--- config.mk ---
export PLATFORM = sky130hd
export DESIGN_NAME = day_count_to_date_and_iso_week_core
export DESIGN_NICKNAME = d
export VERILOG_FILES = /design/src/design/dcdiw_pkg.sv /design/src/design/dcdiw_era_split.sv /design/src/design/dcdiw_week_align.sv /design/src/design/dcdiw_civil.sv /design/src/design/dcdiw_result.sv /design/src/design/day_count_to_date_and_iso_week_core.sv
export SDC_FILE = /design/constraint.sdc
export NUM_CORES = 2
export LEC_CHECK = 0
export ABC_AREA = 1
export BUFFER_PORTS_ARGS = -buffer_cell sky130_fd_sc_hd__buf_2
export CAP_MARGIN = 40
export CELL_PAD_IN_SITES_DETAIL_PLACEMENT = 1
export CELL_PAD_IN_SITES_GLOBAL_PLACEMENT = 1
export CORE_MARGIN = 4
export CORE_UTILIZATION = 30
export CTS_CLUSTER_DIAMETER = 120
export DETAILED_ROUTE_END_ITERATION = 10
export GPL_TIMING_DRIVEN = 0
export PLACE_DENSITY_LB_ADDON = 0.1
export SLEW_MARGIN = 0
export SYNTH_ARGS = -nofsm -noshare
export SYNTH_HDL_FRONTEND = slang
export SYNTH_HIERARCHICAL = 1
export SYNTH_SLANG_ARGS = --single-unit
--- constraint.sdc ---
create_clock -name aclk -period 27.3 [get_ports aclk]
set_input_delay 1.365 -clock aclk [delete_from_list [all_inputs] [get_ports aclk]]
set_output_delay 1.365 -clock aclk [all_outputs]
set_load 0.02 [all_outputs]
--- src/design/dcdiw_pkg.sv ---
// -----------------------------------------------------------------------------
// dcdiw_pkg
// Shared widths, constants and constant-divisor helpers for the day count to
// date and ISO week converter.
// -----------------------------------------------------------------------------
package dcdiw_pkg;

    // default width of the incoming day count
    localparam int DAY_BITS_DEF = 32;

    // result field widths
    localparam int YEAR_W      = 24;
    localparam int MONTH_W     = 4;
    localparam int MDAY_W      = 5;
    localparam int WYEAR_W     = 23;
    localparam int WEEK_W      = 6;
    localparam int OUT_TDATA_W = 64;

    // day-of-era values: 0 .. 146096
    localparam int DOE_W = 18;
    localparam logic [DOE_W-1:0] ERA_DAYS = 18'd146097;
    localparam logic [DOE_W-1:0] ERA_LAST = 18'd146096;

    // reciprocal for the era split, floor(2^48 / 146097)
    localparam logic [31:0] ERA_RECIP = 32'((64'd1 << 48) / 64'd146097);

    // rounded-up reciprocals, exact over the argument ranges below
    localparam int DIV7_SH     = 21;
    localparam logic [31:0] DIV7_MUL = 32'(((64'd1 << DIV7_SH) + 64'd6) / 64'd7);
    localparam int DIV1460_SH  = 29;
    localparam logic [31:0] DIV1460_MUL =
        32'(((64'd1 << DIV1460_SH) + 64'd1459) / 64'd1460);
    localparam int DIV36524_SH = 34;
    localparam logic [31:0] DIV36524_MUL =
        32'(((64'd1 << DIV36524_SH) + 64'd36523) / 64'd36524);
    localparam int DIV365_SH   = 27;
    localparam logic [31:0] DIV365_MUL =
        32'(((64'd1 << DIV365_SH) + 64'd364) / 64'd365);
    localparam int DIV100_SH   = 16;
    localparam logic [31:0] DIV100_MUL =
        32'(((64'd1 << DIV100_SH) + 64'd99) / 64'd100);
    localparam int DIV153_SH   = 19;
    localparam logic [31:0] DIV153_MUL =
        32'(((64'd1 << DIV153_SH) + 64'd152) / 64'd153);

    // march-based month index of january
    localparam logic [3:0] MP_JAN = 4'd10;

    // x / 7 for x below 2^18
    function automatic logic [17:0] div7_u18(input logic [17:0] x);
        logic [49:0] prod;
        prod = 50'(x) * 50'(DIV7_MUL);
        return 18'(prod >> DIV7_SH);
    endfunction

    // x / 1460 for x below 2^18
    function automatic logic [17:0] div1460_u18(input logic [17:0] x);
        logic [49:0] prod;
        prod = 50'(x) * 50'(DIV1460_MUL);
        return 18'(prod >> DIV1460_SH);
    endfunction

    // x / 36524 for x below 2^18
    function automatic logic [17:0] div36524_u18(input logic [17:0] x);
        logic [49:0] prod;
        prod = 50'(x) * 50'(DIV36524_MUL);
        return 18'(prod >> DIV36524_SH);
    endfunction

    // x / 365 for x below 2^18
    function automatic logic [17:0] div365_u18(input logic [17:0] x);
        logic [49:0] prod;
        prod = 50'(x) * 50'(DIV365_MUL);
        return 18'(prod >> DIV365_SH);
    endfunction

    // x / 100 for x below 2^9
    function automatic logic [8:0] div100_u9(input logic [8:0] x);
        logic [40:0] prod;
        prod = 41'(x) * 41'(DIV100_MUL);
        return 9'(prod >> DIV100_SH);
    endfunction

    // x / 153 for x below 2^11, quotient 0..13
    function automatic logic [3:0] div153_u11(input logic [10:0] x);
        logic [42:0] prod;
        prod = 43'(x) * 43'(DIV153_MUL);
        return 4'(prod >> DIV153_SH);
    endfunction

    // first day of a march-based month within the march-based year
    function automatic logic [8:0] month_start(input logic [3:0] mp);
        logic [8:0] start;
        case (mp)
            4'd0:    start = 9'd0;
            4'd1:    start = 9'd31;
            4'd2:    start = 9'd61;
            4'd3:    start = 9'd92;
            4'd4:    start = 9'd122;
            4'd5:    start = 9'd153;
            4'd6:    start = 9'd184;
            4'd7:    start = 9'd214;
            4'd8:    start = 9'd245;
            4'd9:    start = 9'd275;
            4'd10:   start = 9'd306;
            4'd11:   start = 9'd337;
            default: start = 9'd0;
        endcase
        return start;
    endfunction

endpackage

--- src/design/dcdiw_era_split.sv ---
// -----------------------------------------------------------------------------
// dcdiw_era_split
// Splits a signed day count into a 400-year era and the day within the era.
// -----------------------------------------------------------------------------
module dcdiw_era_split #(
    parameter int DAY_BITS = 32
) (
    input  logic                             aclk,
    input  logic                             en,
    input  logic [DAY_BITS-1:0]              day_in,
    output logic [dcdiw_pkg::DOE_W-1:0]      doe,
    output logic [DAY_BITS-15:0]             era
);
    import dcdiw_pkg::*;

    localparam int UB = DAY_BITS + 2;     // biased day count, always positive
    localparam int HB = UB - 16;          // upper part used for the estimate
    localparam int QB = DAY_BITS - 15;    // era quotient before unbiasing
    localparam int EB = DAY_BITS - 14;    // signed era
    localparam int PB = HB + 32;
    localparam int RB = DOE_W + 1;        // remainder before correction, < 3 eras
    localparam int MB = QB + DOE_W;

    localparam logic [EB-1:0] ERA_BIAS = EB'(64'd1 << (DAY_BITS - 17));
    localparam logic [UB-1:0] U_BIAS   =
        UB'((64'd146097 << (DAY_BITS - 17)) + 64'd719468);
    localparam logic [RB-1:0] ONE_ERA  = {1'b0, ERA_DAYS};
    localparam logic [RB-1:0] TWO_ERA  = {ERA_DAYS, 1'b0};

    logic [UB-1:0]    u_reg;
    logic [UB-1:0]    u_next;
    logic [PB-1:0]    est_prod;
    logic [QB-1:0]    q0_reg;
    logic [RB-1:0]    ulo_reg;
    logic [MB-1:0]    back_prod;
    logic [RB-1:0]    r_next;
    logic [RB-1:0]    r_reg;
    logic [QB-1:0]    q1_reg;
    logic [QB-1:0]    q_fix;
    logic [RB-1:0]    r_fix;
    logic [DOE_W-1:0] doe_reg;
    logic [EB-1:0]    era_reg;
    logic [EB-1:0]    era_next;

    assign u_next    = {{2{day_in[DAY_BITS-1]}}, day_in} + U_BIAS;
    assign est_prod  = PB'(u_reg[UB-1:16]) * PB'(ERA_RECIP);
    assign back_prod = MB'(q0_reg) * MB'(ERA_DAYS);
    assign r_next    = ulo_reg - back_prod[RB-1:0];

    // estimate is low by at most two eras
    always_comb begin
        if (r_reg >= TWO_ERA) begin
            r_fix = r_reg - TWO_ERA;
            q_fix = q1_reg + QB'(2);
        end else if (r_reg >= ONE_ERA) begin
            r_fix = r_reg - ONE_ERA;
            q_fix = q1_reg + QB'(1);
        end else begin
            r_fix = r_reg;
            q_fix = q1_reg;
        end
    end

    assign era_next = {1'b0, q_fix} - ERA_BIAS;

    always_ff @(posedge aclk) begin
        if (en) begin
            u_reg   <= u_next;
            q0_reg  <= est_prod[QB+31:32];
            ulo_reg <= u_reg[RB-1:0];
            r_reg   <= r_next;
            q1_reg  <= q0_reg;
            doe_reg <= r_fix[DOE_W-1:0];
            era_reg <= era_next;
        end
    end

    assign doe = doe_reg;
    assign era = era_reg;

endmodule

--- src/design/dcdiw_week_align.sv ---
// -----------------------------------------------------------------------------
// dcdiw_week_align
// Finds the thursday of the day's week, as era and day within the era.
// -----------------------------------------------------------------------------
module dcdiw_week_align #(
    parameter int ERA_W = 18
) (
    input  logic                        aclk,
    input  logic                        en,
    input  logic [dcdiw_pkg::DOE_W-1:0] doe_in,
    input  logic [ERA_W-1:0]            era_in,
    output logic [dcdiw_pkg::DOE_W-1:0] doe_day,
    output logic [ERA_W-1:0]            era_day,
    output logic [dcdiw_pkg::DOE_W-1:0] doe_thu,
    output logic [ERA_W-1:0]            era_thu
);
    import dcdiw_pkg::*;

    localparam int TB = DOE_W + 1;

    logic [DOE_W-1:0] wd_arg;
    logic [DOE_W-1:0] q7;
    logic [DOE_W-1:0] seven_q;
    logic [2:0]       wd_next;
    logic [2:0]       wd_reg;
    logic [DOE_W-1:0] doe_a_reg;
    logic [ERA_W-1:0] era_a_reg;
    logic [TB-1:0]    td;
    logic [TB-1:0]    td_fix;
    logic [ERA_W-1:0] era_t_next;
    logic [DOE_W-1:0] doe_b_reg;
    logic [ERA_W-1:0] era_b_reg;
    logic [DOE_W-1:0] doe_t_reg;
    logic [ERA_W-1:0] era_t_reg;

    // an era is a whole number of weeks, so the weekday follows from doe alone
    assign wd_arg  = doe_in + DOE_W'(2);
    assign q7      = div7_u18(wd_arg);
    assign seven_q = {q7[DOE_W-4:0], 3'b000} - q7;
    assign wd_next = 3'(wd_arg - seven_q);

    assign td = {1'b0, doe_a_reg} + TB'(3) - TB'(wd_reg);

    // thursday may fall into the neighboring era
    always_comb begin
        if (td[TB-1]) begin
            td_fix     = td + {1'b0, ERA_DAYS};
            era_t_next = era_a_reg - ERA_W'(1);
        end else if (td >= {1'b0, ERA_DAYS}) begin
            td_fix     = td - {1'b0, ERA_DAYS};
            era_t_next = era_a_reg + ERA_W'(1);
        end else begin
            td_fix     = td;
            era_t_next = era_a_reg;
        end
    end

    always_ff @(posedge aclk) begin
        if (en) begin
            wd_reg    <= wd_next;
            doe_a_reg <= doe_in;
            era_a_reg <= era_in;
            doe_b_reg <= doe_a_reg;
            era_b_reg <= era_a_reg;
            doe_t_reg <= td_fix[DOE_W-1:0];
            era_t_reg <= era_t_next;
        end
    end

    assign doe_day = doe_b_reg;
    assign era_day = era_b_reg;
    assign doe_thu = doe_t_reg;
    assign era_thu = era_t_reg;

endmodule

--- src/design/dcdiw_civil.sv ---
// -----------------------------------------------------------------------------
// dcdiw_civil
// Turns era and day within the era into year, month, day and the day's
// zero-based place in its calendar year.
// -----------------------------------------------------------------------------
module dcdiw_civil #(
    parameter int ERA_W = 18,
    parameter int YR_W  = 27
) (
    input  logic                          aclk,
    input  logic                          en,
    input  logic [dcdiw_pkg::DOE_W-1:0]   doe_in,
    input  logic [ERA_W-1:0]              era_in,
    output logic [YR_W-1:0]               year,
    output logic [dcdiw_pkg::MONTH_W-1:0] month,
    output logic [dcdiw_pkg::MDAY_W-1:0]  mday,
    output logic [8:0]                    ord
);
    import dcdiw_pkg::*;

    // stage 1: leap-day corrected day count
    logic [DOE_W-1:0] n_next;
    logic [DOE_W-1:0] n_reg;
    logic [DOE_W-1:0] doe1_reg;
    logic [ERA_W-1:0] era1_reg;
    // stage 2: year of era
    logic [8:0]       yoe2_reg;
    logic [DOE_W-1:0] doe2_reg;
    logic [ERA_W-1:0] era2_reg;
    // stage 3: day of march-based year
    logic [DOE_W-1:0] yr_days;
    logic [8:0]       doy3_reg;
    logic [8:0]       yoe3_reg;
    logic [ERA_W-1:0] era3_reg;
    // stage 4: march-based month
    logic [10:0]      mp_arg;
    logic [3:0]       mp4_reg;
    logic [8:0]       doy4_reg;
    logic [8:0]       yoe4_reg;
    logic [ERA_W-1:0] era4_reg;
    // stage 5: calendar fields
    logic             jan_feb;
    logic             leap;
    logic [YR_W-1:0]  era_sx;
    logic [YR_W-1:0]  year_next;
    logic [3:0]       month_next;
    logic [4:0]       mday_next;
    logic [8:0]       ord_next;
    logic [YR_W-1:0]  year_reg;
    logic [3:0]       month_reg;
    logic [4:0]       mday_reg;
    logic [8:0]       ord_reg;

    assign n_next = doe_in - div1460_u18(doe_in) + div36524_u18(doe_in)
                    - DOE_W'(doe_in == ERA_LAST);

    assign yr_days = DOE_W'(yoe2_reg) * DOE_W'(365) + DOE_W'(yoe2_reg[8:2])
                     - DOE_W'(div100_u9(yoe2_reg));

    assign mp_arg = {doy3_reg, 2'b00} + 11'(doy3_reg) + 11'd2;

    assign jan_feb = (mp4_reg >= MP_JAN);
    assign leap    = (yoe4_reg[1:0] == 2'b00) && (yoe4_reg != 9'd100)
                     && (yoe4_reg != 9'd200) && (yoe4_reg != 9'd300);
    assign era_sx  = {{(YR_W-ERA_W){era4_reg[ERA_W-1]}}, era4_reg};

    always_comb begin
        year_next  = YR_W'(yoe4_reg) + (era_sx << 8) + (era_sx << 7) + (era_sx << 4)
                     + YR_W'(jan_feb);
        month_next = jan_feb ? (mp4_reg - 4'd9) : (mp4_reg + 4'd3);
        mday_next  = 5'(doy4_reg - month_start(mp4_reg) + 9'd1);
        ord_next   = jan_feb ? (doy4_reg - 9'd306) : (doy4_reg + 9'd59 + 9'(leap));
    end

    always_ff @(posedge aclk) begin
        if (en) begin
            n_reg     <= n_next;
            doe1_reg  <= doe_in;
            era1_reg  <= era_in;
            yoe2_reg  <= 9'(div365_u18(n_reg));
            doe2_reg  <= doe1_reg;
            era2_reg  <= era1_reg;
            doy3_reg  <= 9'(doe2_reg - yr_days);
            yoe3_reg  <= yoe2_reg;
            era3_reg  <= era2_reg;
            mp4_reg   <= div153_u11(mp_arg);
            doy4_reg  <= doy3_reg;
            yoe4_reg  <= yoe3_reg;
            era4_reg  <= era3_reg;
            year_reg  <= year_next;
            month_reg <= month_next;
            mday_reg  <= mday_next;
            ord_reg   <= ord_next;
        end
    end

    assign year  = year_reg;
    assign month = month_reg;
    assign mday  = mday_reg;
    assign ord   = ord_reg;

endmodule

--- src/design/dcdiw_result.sv ---
// -----------------------------------------------------------------------------
// dcdiw_result
// Result register: calendar fields of the day and the iso week of its thursday.
// -----------------------------------------------------------------------------
module dcdiw_result #(
    parameter int YR_W = 27
) (
    input  logic                          aclk,
    input  logic                          en,
    input  logic [YR_W-1:0]               day_year,
    input  logic [dcdiw_pkg::MONTH_W-1:0] day_month,
    input  logic [dcdiw_pkg::MDAY_W-1:0]  day_mday,
    input  logic [YR_W-1:0]               thu_year,
    input  logic [8:0]                    thu_ord,
    output logic [dcdiw_pkg::YEAR_W-1:0]  cal_year,
    output logic [dcdiw_pkg::MONTH_W-1:0] cal_month,
    output logic [dcdiw_pkg::MDAY_W-1:0]  cal_day,
    output logic [dcdiw_pkg::WYEAR_W-1:0] iso_week_year,
    output logic [dcdiw_pkg::WEEK_W-1:0]  iso_week,
    output logic                          week_valid
);
    import dcdiw_pkg::*;

    logic               wk_ok;
    logic [WEEK_W-1:0]  week_num;
    logic [YEAR_W-1:0]  year_reg;
    logic [MONTH_W-1:0] month_reg;
    logic [MDAY_W-1:0]  mday_reg;
    logic [WYEAR_W-1:0] wyear_next;
    logic [WYEAR_W-1:0] wyear_reg;
    logic [WEEK_W-1:0]  week_next;
    logic [WEEK_W-1:0]  week_reg;
    logic               valid_reg;

    assign wk_ok      = !thu_year[YR_W-1] && (thu_year != '0);
    assign week_num   = WEEK_W'(div7_u18(DOE_W'(thu_ord)) + DOE_W'(1));
    assign wyear_next = wk_ok ? thu_year[WYEAR_W-1:0] : '0;
    assign week_next  = wk_ok ? week_num : '0;

    always_ff @(posedge aclk) begin
        if (en) begin
            year_reg  <= day_year[YEAR_W-1:0];
            month_reg <= day_month;
            mday_reg  <= day_mday;
            wyear_reg <= wyear_next;
            week_reg  <= week_next;
            valid_reg <= wk_ok;
        end
    end

    assign cal_year      = year_reg;
    assign cal_month     = month_reg;
    assign cal_day       = mday_reg;
    assign iso_week_year = wyear_reg;
    assign iso_week      = week_reg;
    assign week_valid    = valid_reg;

endmodule

--- src/design/day_count_to_date_and_iso_week_core.sv ---
// -----------------------------------------------------------------------------
// day_count_to_date_and_iso_week_core
// Signed day count (day 0 = 1970-01-01) to proleptic gregorian date and iso
// week, one transaction per clock while the output is accepted.
// -----------------------------------------------------------------------------
// The core takes one day count per cycle while the pipe advances and returns
// its year, month and day plus the iso week-year and week number of that day's
// week. It is a 13-register pipeline: input register, four stages to split
// the count into 400-year eras (a reciprocal multiply with a two-step
// remainder fix), two stages to find the week's thursday, five stages of date
// arithmetic run side by side for the day and for the thursday, and
// the result register. No stage chains more than one constant multiply. All
// stages move together: the pipe advances whenever the result register is
// empty or its transaction is taken, so s_tready = !m_tvalid || m_tready and
// a new day count can enter on every cycle that the downstream side accepts.
// When the thursday's year is zero or negative the week fields read zero and
// m_tuser is low; the date fields are always valid. Nothing is kept between
// transactions, and reset only empties the pipeline.
// -----------------------------------------------------------------------------
module day_count_to_date_and_iso_week_core #(
    parameter int DAY_BITS = dcdiw_pkg::DAY_BITS_DEF
) (
    input  logic                                aclk,
    input  logic                                aresetn,
    // day count in
    input  logic                                s_tvalid,
    output logic                                s_tready,
    input  logic [((DAY_BITS+7)/8)*8-1:0]       s_tdata,   // day_count, zero pad
    // date and week out
    output logic                                m_tvalid,
    input  logic                                m_tready,
    // cal_year[23:0], cal_month[27:24], cal_day[32:28], iso_week_year[55:33],
    // iso_week[61:56], zero pad
    output logic [dcdiw_pkg::OUT_TDATA_W-1:0]   m_tdata,
    output logic [0:0]                          m_tuser    // week_valid
);
    import dcdiw_pkg::*;

    localparam int ERA_W = DAY_BITS - 14;
    localparam int YR_W  = (ERA_W + 9 > YEAR_W + 1) ? (ERA_W + 9) : (YEAR_W + 1);
    localparam int LAT   = 13;
    localparam int PAD_W = OUT_TDATA_W - (YEAR_W + MONTH_W + MDAY_W + WYEAR_W + WEEK_W);

    // pipeline control
    logic             adv;
    logic [LAT-1:0]   vld_reg;
    logic [LAT-1:0]   vld_next;

    // input register
    logic [DAY_BITS-1:0] day_reg;

    // era split and thursday
    logic [DOE_W-1:0] doe;
    logic [ERA_W-1:0] era;
    logic [DOE_W-1:0] doe_day;
    logic [ERA_W-1:0] era_day;
    logic [DOE_W-1:0] doe_thu;
    logic [ERA_W-1:0] era_thu;

    // calendar of the day and of its thursday
    logic [YR_W-1:0]    day_year;
    logic [MONTH_W-1:0] day_month;
    logic [MDAY_W-1:0]  day_mday;
    logic [8:0]         day_ord;
    logic [YR_W-1:0]    thu_year;
    logic [MONTH_W-1:0] thu_month;
    logic [MDAY_W-1:0]  thu_mday;
    logic [8:0]         thu_ord;

    // result fields
    logic [YEAR_W-1:0]  cal_year;
    logic [MONTH_W-1:0] cal_month;
    logic [MDAY_W-1:0]  cal_day;
    logic [WYEAR_W-1:0] iso_week_year;
    logic [WEEK_W-1:0]  iso_week;
    logic               week_valid;

    // whole pipe shifts when the result register is free or being drained
    assign adv      = !vld_reg[LAT-1] || m_tready;
    assign s_tready = adv;
    assign vld_next = {vld_reg[LAT-2:0], s_tvalid};

    always_ff @(posedge aclk) begin
        if (!aresetn) begin
            vld_reg <= '0;
        end else if (adv) begin
            vld_reg <= vld_next;
        end
    end

    always_ff @(posedge aclk) begin
        if (adv) begin
            day_reg <= s_tdata[DAY_BITS-1:0];
        end
    end

    dcdiw_era_split #(
        .DAY_BITS (DAY_BITS)
    ) u_era_split (
        .aclk   (aclk),
        .en     (adv),
        .day_in (day_reg),
        .doe    (doe),
        .era    (era)
    );

    dcdiw_week_align #(
        .ERA_W (ERA_W)
    ) u_week_align (
        .aclk    (aclk),
        .en      (adv),
        .doe_in  (doe),
        .era_in  (era),
        .doe_day (doe_day),
        .era_day (era_day),
        .doe_thu (doe_thu),
        .era_thu (era_thu)
    );

    // calendar date of the day itself
    dcdiw_civil #(
        .ERA_W (ERA_W),
        .YR_W  (YR_W)
    ) u_civil_day (
        .aclk   (aclk),
        .en     (adv),
        .doe_in (doe_day),
        .era_in (era_day),
        .year   (day_year),
        .month  (day_month),
        .mday   (day_mday),
        .ord    (day_ord)
    );

    // calendar date of the thursday, which fixes the week-year
    dcdiw_civil #(
        .ERA_W (ERA_W),
        .YR_W  (YR_W)
    ) u_civil_thu (
        .aclk   (aclk),
        .en     (adv),
        .doe_in (doe_thu),
        .era_in (era_thu),
        .year   (thu_year),
        .month  (thu_month),
        .mday   (thu_mday),
        .ord    (thu_ord)
    );

    dcdiw_result #(
        .YR_W (YR_W)
    ) u_result (
        .aclk          (aclk),
        .en            (adv),
        .day_year      (day_year),
        .day_month     (day_month),
        .day_mday      (day_mday),
        .thu_year      (thu_year),
        .thu_ord       (thu_ord),
        .cal_year      (cal_year),
        .cal_month     (cal_month),
        .cal_day       (cal_day),
        .iso_week_year (iso_week_year),
        .iso_week      (iso_week),
        .week_valid    (week_valid)
    );

    assign m_tvalid = vld_reg[LAT-1];
    assign m_tdata  = {{PAD_W{1'b0}}, iso_week, iso_week_year, cal_day, cal_month,
                       cal_year};
    assign m_tuser  = week_valid;

    // a valid week is numbered 1 to 53 and has a positive week-year
    a_week_range: assert property (@(posedge aclk) disable iff (!aresetn)
        (m_tvalid && week_valid) |-> ((iso_week != '0) && (iso_week <= 6'd53)
                                      && (iso_week_year != '0)))
        else $error("valid iso week out of range");

    // an invalid week carries zero week fields
    a_week_zero: assert property (@(posedge aclk) disable iff (!aresetn)
        (m_tvalid && !week_valid) |-> ((iso_week == '0) && (iso_week_year == '0)))
        else $error("invalid iso week has nonzero fields");

    // the thursday lies at most three days from the day, so their months
    // differ by at most one step around the year
    a_thu_month: assert property (@(posedge aclk) disable iff (!aresetn)
        vld_reg[LAT-2] |-> ((day_month >= 4'd1) && (day_month <= 4'd12)
                            && (thu_mday >= 5'd1) && (thu_mday <= 5'd31)
                            && ((thu_month == day_month)
                                || (thu_month == day_month + 4'd1)
                                || (thu_month == day_month - 4'd1)
                                || ((thu_month == 4'd1) && (day_month == 4'd12))
                                || ((thu_month == 4'd12) && (day_month == 4'd1)))
                            && (day_ord <= 9'd365)))
        else $error("thursday date inconsistent with day date");

endmodule
==> flow_summary.json <==
{
  "status": "complete, no violations",
  "cts_tree": "yes",
  "fin_ws_ps": 18050,
  "cp.required_ps": 27790,
  "r2r-start": "u_week_align/doe_thu[14]$_DFFE_PP_",
  "hold_viol": 0,
  "vias_per_cell": 4.535,
  "antenna_found_initial": 5,
  "reg2reg_slack_ps": 18050,
  "crit_path_end_kind": "register",
  "startpoint_type": "register",
  "vias": 68300,
  "path_max_fanout": 11,
  "firstDrtPassIters": 5,
  "drt_iter0_markers": 2293,
  "clock.fmax_mhz": 108.1,
  "dp_cells": 14872,
  "cts_resized": 0,
  "grt_remaining_overflow": 0,
  "hold_class": "reg -> reg",
  "nFillCells": 37110,
  "cp.depth": 31,
  "die_area_um2": 333600,
  "wire_per_inst_um": 18.44,
  "period_minus_slack_ps": 9252,
  "yosys_warnings": 6,
  "nets": 13586,
  "layout.cells.non_filler": 15059,
  "crit_slowest_cell": "edfxtp_1",
  "drc": 0,
  "clk_latency_ps": 820,
  "rows": 208,
  "holdBufCountCts": 0,
  "fp.dieW_um": 577.6,
  "syn-cell-area_um2": 97330,
  "slew_viol_final": 0,
  "period_share_pct": 33.89,
  "grt_pass1_wl_um": 446600,
  "first_global_vias": 77583,
  "post_dp_cell_area_um2": 104100,
  "hp-start": "u_civil_day/year[10]$_DFFE_PP_",
  "clock_path_buffers": 4,
  "wl_um": 277700,
  "critPathKind": "reg -> reg",
  "place.port_buffers": 100,
  "min_delay_path_depth": 0,
  "htreeDepth": 3,
  "dieHeight_um": 577.6,
  "rsz0062_at_grt": "false",
  "r2r-end": "u_civil_thu/n_reg[14]$_DFFE_PP_",
  "hpwl_um": 243300,
  "finalSetupViolations": 0,
  "syn-instance-count": 10429,
  "cap_violations": 0,
  "largest_reg_flops": 33,
  "cts_buffers": 98,
  "avgSynthCellArea_um2": 9.333,
  "design_area_um2": 107300,
  "path_buf_inv": 8,
  "skew_ps": 58.18,
  "clock-sinks": 744,
  "grt_usage_pct": 16.99,
  "initial_utilization_pct": 30.23,
  "layout-drive-gt1-share_pct": 4.579,
  "clockRootBuffer": "clkbuf_16",
  "clkTransAtPathRegs_ps": 60,
  "arrival_ps": 9740,
  "slowest_delay_ps": 970,
  "r2r_cells": 31,
  "worstHoldEndpoint": "u_result/cal_year[10]$_DFFE_PP_",
  "grt_max_degree": 66,
  "io_pins": 103,
  "area_growth_pct": 10.26,
  "floorplan.core_area_um2": 321900,
  "slew_headroom_pct": 36.75,
  "drtAntennaViolNets": 0,
  "gp_congestion": 0.8497,
  "fin_hold_ws_ps": 401.1,
  "dp_slack_ps": 17860,
  "post_cts_buffers": 0,
  "worst_pin_slew_ps": 948.7,
  "cp_top_family": "adder cells"
}
==> worst max path at each step <==
stage,startpoint,end,slack [ps]
floorplan,m_tready,register,7250
global placement,m_tready,s_tready,-1000
detailed placement,u_week_align/doe_day[14]$_DFFE_PP_,u_civil_day/n_reg[12]$_DFFE_PP_,17860
CTS,u_week_align/doe_day[14]$_DFFE_PP_,u_civil_day/n_reg[12]$_DFFE_PP_,17940
global route,u_week_align/doe_day[14]$_DFFE_PP_,u_civil_day/n_reg[12]$_DFFE_PP_,17380
finish,u_week_align/doe_thu[14]$_DFFE_PP_,u_civil_thu/n_reg[14]$_DFFE_PP_,18050
==> cells in the final DEF (no fill, tap or decap), types with 10 or more instances in the layout <==
cell        instances
a211oi_1           16
a21boi_0           12
a21o_1             50
a21oi_1           408
a31oi_1            34
buf_16             27
buf_2             119
buf_6              12
buf_8              12
clkbuf_1           24
clkbuf_16          99
clkinv_1           14
clkinv_2           11
clkinvlp_4         11
dfxtp_1            18
edfxtp_1          726
fa_1             1126
ha_1             1757
inv_1            2512
inv_2              20
nand2_1          1677
nand2_2            56
nand3_1           344
nand3b_1           19
nand4_1           126
nor2_1            570
nor2_2             24
nor3_1            104
nor4_1             31
o211ai_1           19
o21a_1             16
o21ai_0           220
o21ai_1            10
o21ai_2            26
o21bai_1           37
xnor2_1           100
xor2_1            241
==> metrics by stage <==
step	TNS [ps]	utilization [%]
after global routing	0	33.34
after detailed placement	0	32.34
after floorplan	0	-
after CTS	0	33.33
after global placement	-4828	32.06
final	0	33.34
==> area by class of cell <==
type	instances	area (µm²)	area share, %
buffer	49	354.1	0.3300
tap	4305	5386	5.019
multi-input combinational	7102	65310	60.85
sequential	744	22160	20.65
inverter	2535	9520	8.871
clock inverter	54	539.3	0.5025
clock buffer	124	2631	2.452
antenna	9	22.52	0.02099
timing repair buffer	137	1394	1.299
==> per-layer routing <==
layer  share of wire [%]  GRT usage [%]  up-vias  wire [µm]
li1                    -              -    33586          -
met1                  46          22.46    34043     128800
met2                  50          30.44      446     138500
met3                 1.6          1.291      225       4533
met4                 2.1          3.352        0       5907
met5                   0              0        -          0
Power is left out: the tool's default activity adds up to more than one toggle a clock period on the data nets, which glitch-free logic cannot reach.
